File: config.mk
export PLATFORM = sky130hd
export DESIGN_NAME = lruwb_ctrl
export DESIGN_NICKNAME = d
export VERILOG_FILES = /design/src/hw/rtl/lruwb_pkg.sv /design/src/hw/rtl/lruwb_ctrl.sv
export SDC_FILE = /design/constraint.sdc
export NUM_CORES = 1
export LEC_CHECK = 0
export BUFFER_PORTS_ARGS = -buffer_cell sky130_fd_sc_hd__buf_2
export CAP_MARGIN = 20
export CORE_AREA = 3 3 40 42
export CTS_CLUSTER_DIAMETER = 120
export CTS_CLUSTER_SIZE = 28
export DETAILED_ROUTE_END_ITERATION = 8
export DIE_AREA = 0 0 43 45
export GPL_TIMING_DRIVEN = 0
export RECOVER_POWER = 25
export SLEW_MARGIN = 30
export SYNTH_ARGS = -nofsm -noshare
export SYNTH_HDL_FRONTEND = slang
export SYNTH_SLANG_ARGS = --single-unit
File: constraint.sdc
create_clock -name clk -period 1 [get_ports clk]
set_clock_uncertainty 0.05 [all_clocks]
set_input_delay 0.2 -clock clk [delete_from_list [all_inputs] [get_ports clk]]
set_output_delay 0.2 -clock clk [all_outputs]
set_load 0.02 [all_outputs]
File: src/hw/rtl/lruwb_pkg.sv
// shared types and constants for the lru write-back cache with victim buffer
// no dependencies
package lruwb_pkg;
	localparam int MaxSets = 256;
	localparam int MaxWays = 8;
	localparam int MaxVictim = 16;
	localparam int AddrWidth = 32;
	localparam int SetW = $clog2(MaxSets);
	localparam int WayW = $clog2(MaxWays);
	localparam int VicW = $clog2(MaxVictim);
	localparam int BlkW = AddrWidth - 2;
	localparam int RankW = 3;
	localparam int VRankW = 4;

	localparam logic [1:0] RegOffset = 2'd0;
	localparam logic [1:0] RegIndex = 2'd1;
	localparam logic [1:0] RegWays = 2'd2;
	localparam logic [1:0] RegVictim = 2'd3;

	typedef enum logic [1:0] {
		ST_IDLE,
		ST_LOOK,
		ST_UPD,
		ST_CLR
	} state_t;

	typedef struct packed {
		logic look;
		logic upd;
		logic clr;
	} cmd_t;

	typedef struct packed {
		logic clr_req;
		logic clr_done;
	} stat_t;
endpackage

File: src/hw/rtl/lruwb_ctrl.sv
// controller state machine: read cycle, update cycle, clearing pass
// depends on lruwb_pkg
module lruwb_ctrl import lruwb_pkg::*; (
	input logic clk,
	input logic arst_n,
	input logic start,
	input stat_t stat,
	output logic busy,
	output cmd_t cmd
);
	state_t state_q, state_d;

	always_ff @(posedge clk or negedge arst_n) begin
		if (!arst_n) state_q <= ST_CLR;
		else state_q <= state_d;
	end

	always_comb begin
		state_d = state_q;
		cmd = '0;
		busy = 1'b1;
		case (state_q)
			ST_IDLE: begin
				if (stat.clr_req) state_d = ST_CLR;
				else begin
					busy = 1'b0;
					if (start) begin
						cmd.look = 1'b1;
						state_d = ST_LOOK;
					end
				end
			end
			ST_LOOK: begin
				cmd.upd = 1'b1;
				state_d = ST_UPD;
			end
			ST_UPD: state_d = ST_IDLE;
			ST_CLR: begin
				cmd.clr = 1'b1;
				if (stat.clr_done) state_d = ST_IDLE;
			end
			default: state_d = ST_IDLE;
		endcase
	end

	property p_upd_after_look;
		@(posedge clk) disable iff (!arst_n) state_q == ST_LOOK |=> state_q == ST_UPD;
	endproperty
	a_upd_after_look: assert property (p_upd_after_look) else $error("look not followed by update");

	property p_idle_not_busy;
		@(posedge clk) disable iff (!arst_n)
			busy == (state_q != ST_IDLE || stat.clr_req);
	endproperty
	a_idle_not_busy: assert property (p_idle_not_busy) else $error("busy mismatch");

	property p_clr_exit;
		@(posedge clk) disable iff (!arst_n) (state_q == ST_CLR && stat.clr_done) |=> state_q == ST_IDLE;
	endproperty
	a_clr_exit: assert property (p_clr_exit) else $error("clear pass exit");
endmodule

; Word-level counts from Yosys, hierarchy flattened
; Cells that the tools add are included.
[word_totals]
output_inout_bits = 4
reg_bits = 2
[classes]
n_reduce_logical = 2
n_eq_ne = 5
n_mux = 11
[op_table]
columns = cell, count
row1 = 2-bit case mux with 4 select lines, 1
row2 = 1-bit 2-to-1 mux, 7
row3 = 2-bit 2-to-1 mux, 3
row4 = 2-bit equality test (second input constant), 2
row5 = 3-bit != test (second input constant), 1
row6 = 2-bit by 1-bit equality test with 1-bit output (second input constant), 1
row7 = 2-bit logical NOT, 1
row8 = 2-bit != test (second input constant), 1
row9 = 2-bit AND reduction, 1

; Logic depth before layout (Yosys ltp)
; Gate-level depths: netlist (run 1).
[depth]
depth_word = 3
depth_mapped = 2
mapped_depth_nobuf = 2

; Worst setup path before layout (run 1)
; No wires, ideal clock.
[synth_path]
path_kind = register to output
start = register state_q[0]
end = output port cmd[2] (netlist name)
arrival_time_ns = 1.002
setup_slack_ns = -0.252
path_stages_with_launch = 3
n_path_buf = 0
path_cell_list = dfstp_2 -> or3_4 -> nor2_2
[synth_lines]
columns = element, line
row1 = start: declaration, lruwb_ctrl.sv:11  ; state_t state_q, state_d;
row2 = start signal: assignment, lruwb_ctrl.sv:15  ; else state_q <= state_d;
row3 = end: declaration, lruwb_ctrl.sv:9  ; output cmd_t cmd

==> results of run 1 <==
routing by layer:
layer	GRT usage, %	wire length (um)
met2	6.587	205
met1	3.133	105
met3	1.594	37
met5	0	0
met4	7.229	0
how the worst max path moves through the flow:
stage | start | endpoint
final | state_q[1] | cmd[2]
after global routing | state_q[1] | cmd[2]
after CTS | state_q[1] | cmd[2]
after detailed placement | state_q[0] | cmd[2]
after global placement | state_q[0] | cmd[2]
after floorplan | state_q[0] | cmd[2]
layout make-up:
type | instances | area, um2
clock buffers | 3 | 22.52
repair buffers | 15 | 126.4
well taps | 15 | 18.77
inverters | 3 | 11.26
fillers | 143 | 984.7
multi-input cells | 8 | 68.82
flip-flops and latches | 2 | 52.55
timing repair:
action,CTS,global route
hold buffers,1,0
hold endpoints to repair,2,0
endpoints found under the setup margin,4,6
resized for setup,9,4
setup buffers,3,3
gates cloned,0,0
pin swaps,2,0
power breakdown:
group / leakage, nW / internal (W) / total (W) / switching (W)
clock network: 0.0138 / 0.000132 / 0.000174 / 0.0000418
logic: 0.117 / 0.000355 / 0.000599 / 0.000244
registers: 0.0210 / 0.000150 / 0.000179 / 0.0000292
total: 0.152 / 0.000637 / 0.000952 / 0.000315
worst register-to-register path: stages (launching register included):
cell and delay [ns]:
dfstp_2 0.52, buf_4 0.10, buf_6 0.10, buf_4 0.09
buf_4 0.10, inv_1 0.03, a22o_1 0.19
cell families after synthesis:
logic type / Yosys count / share of synthesized area, %
AO/OA/AOI/OAI: 3 / 19.16
buffers and inverters: 3 / 9.574
flip-flops: 2 / 44.68
AND/OR/NAND/NOR: 5 / 26.60
placed cells by master, fill, tap and decap left out:
cell           instances
clkbuf_4               3
o22ai_1                1
dlygate4sd3_1          1
nand2_4                1
inv_2                  1
o21bai_1               1
nor2_4                 1
clkbuf_1               1
buf_4                  4
or3_4                  1
dfstp_2                2
nand2_1                1
a22o_1                 1
buf_2                  3
inv_1                  2
buf_6                  6
nor2b_2                1
per-stage QoR:
| stage | TNS, ns | util, % |
|---|---|---|
| 2_1_floorplan | -0.2782 | - |
| 3_3_place_gp | -0.5684 | 14.31 |
| 4_1_cts | -1.560 | 20.74 |
| 6_report | -1.993 | 23.37 |
| 5_1_grt | -2.212 | 23.37 |
| 3_5_place_dp | -0.5839 | 14.31 |
==> impl_metrics.csv, run 1 <==
group,metric,value,unit
synth,ys_ff_latch,2,
synth,syn_avg_cell_area,9.047,um2
grt,grt.overflow.total,0,
placed_design,place_hpwl,221.2,um
layout,area_growth,155.3,%
synth,synth_warnings,0,
min_path,hold_path.class,"input port to flop",
floorplan,rows,13,
layout,top_register,"state_q",
synth,synth_commonest_cells,"3 x inv_1, 2 x dfstp_2, 2 x nand2_1",
sta,hold_ws,0.1044,ns
setup_path,startpoint_type,"flop",
floorplan,chipWidth,43,um
clocking,root_buffer,"clkbuf_4",
synth,syn-num-nets,18,
placed_design,place_inst,36,
drt,post_drt_wl_per_cell,7.543,um
synth,synth_edf_count,0,
synth,synth_area_leaders,"dfstp_2 45%, inv_1 9.6%, or3_4 9.6%",
power,power.leakage,0.1516,nW
sta,worstMarginPinSlew,0.1340,ns
layout,largest_register_ffs,2,
power,power,0.0009521,W
power,p_per_area,3171,nW/um2
grt,track_usage,4.246,%
placed_design,gp_congestion,0.6808,
setup_path,cp_slowest_stage_delay,0.38,ns
sta,min_period_over_period,141.3,%
clocking,cts_max_path_buffers,2,
grt,grt_antenna_before_repair,0,
floorplan,core,1285,um2
synth,seq_area_frac_synth,44.68,%
floorplan,die_area,1935,um2
setup_path,slowest_stage,"or3_4",
setup_path,arrival,1.16,ns
drt,first_iter_violations,3,
sta,final_max_slew_viol_count,0,
synth,synth_top_area_share,44.68,%
grt,grt_pass1_wl,545,um
drt,antenna_left,0,
min_path,min_from,"stat[0]",
clocking,cts_tree,"done",
min_path,hold_depth,2,
setup_path,cp.depth,3,
layout,largest_registers,"state_q: 2 flops",
synth,async_flop_share,100.0,%
sta,hold_violations,0,
status,violations,"setup timing",
sta,fin_crit,1.413,ns
setup_path,r2r-start,"state_q[1]",
synth,synth_area,117.6,um2
setup_path,worstSetupPathType,"flop to output port",
synth,netlist_instances,13,
layout,drive_above_1_share,74.19,%
layout,nets,38,
setup_path,r2r_end,"state_q[1]",
synth,yosysUniqueCellTypes,9,
job,maxCapViolations,0,
clocking,cts_inserted_buffers,3,
setup_path,crit_path_cell_trace,"or3_4 > nor2_4 > buf_6",
sta,maxSlewHeadroom,91.07,%
clocking,clkTransAtPathRegs,0.03,ns
layout,final_area,300.3,um2
layout,diodes,0,
drt,drc_errors,0,
drt,wirelength,347,um
setup_path,cp-end-kind,"output port",
setup_path,crit_buf_inv,1,
grt,grt_max_degree,4,
sta,worst_slack,-0.4133,ns
floorplan,start_util,9.153,%
setup_path,required,0.75,ns
clocking,cts_sinks,2,
layout,layoutNonFillerInstCount,46,
sta,fmax,0.7076,GHz
setup_path,rr_worst_depth,6,
setup_path,rrSetupSlack,-0.26,ns
drt,viasPerCell,3.348,
synth,synth_top_area_cell,"dfstp_2",
grt,grt_pass1_vias,170,
drt,num_vias,154,
synth,yosysMostFrequentCell,"inv_1",
status,status,"finished, violations left",
min_path,hold_end,"state_q[0]",
setup_path,cpLargestDelayFamily,"simple AND/OR/NAND/NOR gates",
clocking,clock_latency,0.22,ns
setup_path,worstPathMaxFanout,2,
floorplan,io_pins,9,
power,ir_drop,0.5076,mV
synth,synth_ff_type,"dfstp_2",
sta,rsz0062_at_grt,"true",
clocking,cts_max_level,1,
drt,drtPass1Iterations,2,
placed_design,portBuffers,8,
placed_design,pre_cts_slack,-0.2428,ns
placed_design,placed_cell_area,183.9,um2
floorplan,die_h,45,um
sta,setup_viol,6,
Note: power is estimated with default switching activity, not from simulation.
==> inputs of run 2 (changes only) <==
==> constraint.sdc (replaced) <==
create_clock -name clk -period 1 [get_ports clk]
set_clock_uncertainty 0.05 [all_clocks]
set_input_delay 0.3 -clock clk [delete_from_list [all_inputs] [get_ports clk]]
set_output_delay 0.3 -clock clk [all_outputs]
set_load 0.02 [all_outputs]
==> run 2 against run 1 <==
  * The run still ends with setup timing left
  * Wire length down 1.7%
  * Register-to-register slack improved by 0.19 ns
  * Cell count fell by 4.3%
  * Sequential share of layout area up 2.0 points
  * Global-route usage up 0.50 points
  * Fmax down 7.3%
  * Non-clock buffer count decreased by 2
  * Critical path type unchanged
==> impl_metrics.csv, run 2 (synthesis results as in run 1) <==
group,metric,value,unit
status,status,"finished, violations left",
status,violations,"setup timing",
layout,top_register,"state_q",
grt,use_met3,1.195,%
placed_design,placed_cell_area,183.9,um2
clocking,clock_latency,0.22,ns
layout,largest_registers,"state_q: 2 flops",
sta,fmax,0.6558,GHz
drt,antenna_left,0,
sta,fin_crit,1.525,ns
layout,diodes,0,
job,maxCapViolations,0,
setup_path,required,0.65,ns
grt,met2_usage,6.886,%
setup_path,worstSetupPathType,"flop to output port",
clocking,cts_inserted_buffers,3,
drt,wirelength,341,um
clocking,clkTransAtPathRegs,0.03,ns
clocking,root_buffer,"clkbuf_4",
clocking,cts_max_level,1,
power,p_per_area,3095,nW/um2
sta,setup_viol,6,
grt,track_usage,4.746,%
layout,fill_cells,147,
floorplan,die_area,1935,um2
grt,top_usage_layer,"met4",
placed_design,gp_congestion,0.6314,
grt,grtUsageMet1,3.855,%
floorplan,start_util,9.153,%
grt,grt.overflow.total,0,
layout,area_growth,128.7,%
sta,final_max_slew_viol_count,0,
drt,drc_errors,0,
grt,grt_pass1_vias,175,
layout,final_cell_mix,"5 x buf_4, 3 x clkbuf_4, 3 x buf_2, 3 x buf_6",
grt,grt_max_degree,6,
sta,hold_violations,0,
drt,first_iter_violations,0,
setup_path,cp-end-kind,"output port",
clocking,cts_tree,"done",
sta,rsz0062_at_grt,"true",
setup_path,worstPathMaxFanout,3,
floorplan,rows,13,
setup_path,startpoint_type,"flop",
layout,final_area,269.0,um2
layout,utilization,20.93,%
power,ir_drop,0.4432,mV
sta,worstMarginPinSlew,0.1355,ns
drt,drtPass1Iterations,1,
sta,tns,-1.912,ns
drt,post_drt_wl_per_cell,7.750,um
sta,min_period_over_period,152.5,%
floorplan,chipWidth,43,um
min_path,hold_path.class,"input port to flop",
placed_design,portBuffers,8,
floorplan,core,1285,um2
grt,grt_pass1_wl,600,um
sta,worst_slack,-0.5249,ns
clocking,cts_sinks,2,
setup_path,arrival,1.17,ns
drt,viasPerCell,3.318,
layout,nets,36,
layout,largest_register_ffs,2,
layout,drive_above_1_share,72.41,%
floorplan,die_h,45,um
drt,num_vias,146,
clocking,cts_max_path_buffers,2,
layout,final_common_cell,"buf_4",
floorplan,io_pins,9,
sta,maxSlewHeadroom,90.97,%
grt,grt_antenna_before_repair,0,
power,power.leakage,0.1322,nW
-- run 2: changes by cell type in the layout (fill, tap and decap cells not counted) --
cell	previous run	this run
buf_6	6	3
buf_4	4	5
nand2_2	0	1
nand2_4	1	0
-- run 2: per-stage QoR --
| step | power [W] | instances | hold WS [ns] | setup WS (ns) |
|---|---|---|---|---|
| finish | 0.0008327 | 44 | 0.2016 | -0.5249 |
| global route | 0.0008943 | 44 | 0.2060 | -0.5627 |
| CTS | 0.0008251 | 43 | 0.1940 | -0.5372 |
| detailed placement | 0.0004740 | 36 | 0.1999 | -0.3412 |
| global placement | 0.0004678 | 36 | 0.2010 | -0.3370 |
| floorplan | 0.0003927 | 13 | 0.1022 | -0.2994 |
-- run 2: cell type report --
type | instances | area [um2] | area share (%)
tap | 15 | 18.77 | 6.977
timing repair buffer | 13 | 100.1 | 37.21
multi-input combinational | 8 | 63.81 | 23.72
sequential | 2 | 52.55 | 19.53
inverter | 3 | 11.26 | 4.186
clock buffer | 3 | 22.52 | 8.372
-- run 2: worst paths after layout --
check                      slack, ns    endpoint  cells past startpoint  startpoint
max in group asynchronous       0.34  state_q[0]                      2      arst_n
hold / removal                  0.20  state_q[0]                      2     stat[0]
setup reg to reg               -0.07  state_q[1]                      4  state_q[1]
hold reg to reg                 0.47  state_q[0]                      2  state_q[0]
min in group asynchronous       0.53  state_q[1]                      2      arst_n
setup / recovery               -0.52      cmd[2]                      3  state_q[1]
-- run 2: layer usage --
layer	vias to the layer above	routed length, um
met2	6	207
met5	-	0
met4	0	0
li1	74	-
met3	0	28
met1	66	106
-- run 2: timing repair --
item	4_1_cts	5_1_grt
endpoints found under the hold margin	2	0
resized for setup	8	0
endpoints found under the setup margin	4	6
pin swaps	2	0
buffers inserted	3	1
hold buffers	1	0
-- run 2: power breakdown --
group	internal (W)	switching [W]
logic	0.000269	0.000201
registers	0.000150	0.0000345
clock network	0.000132	0.0000464
-- run 2: critical path, cell delays in order, from the launching register on --
cell	delay, ns
dfstp_2	0.36
or3_4	0.38
nor2_4	0.09
buf_6	0.11
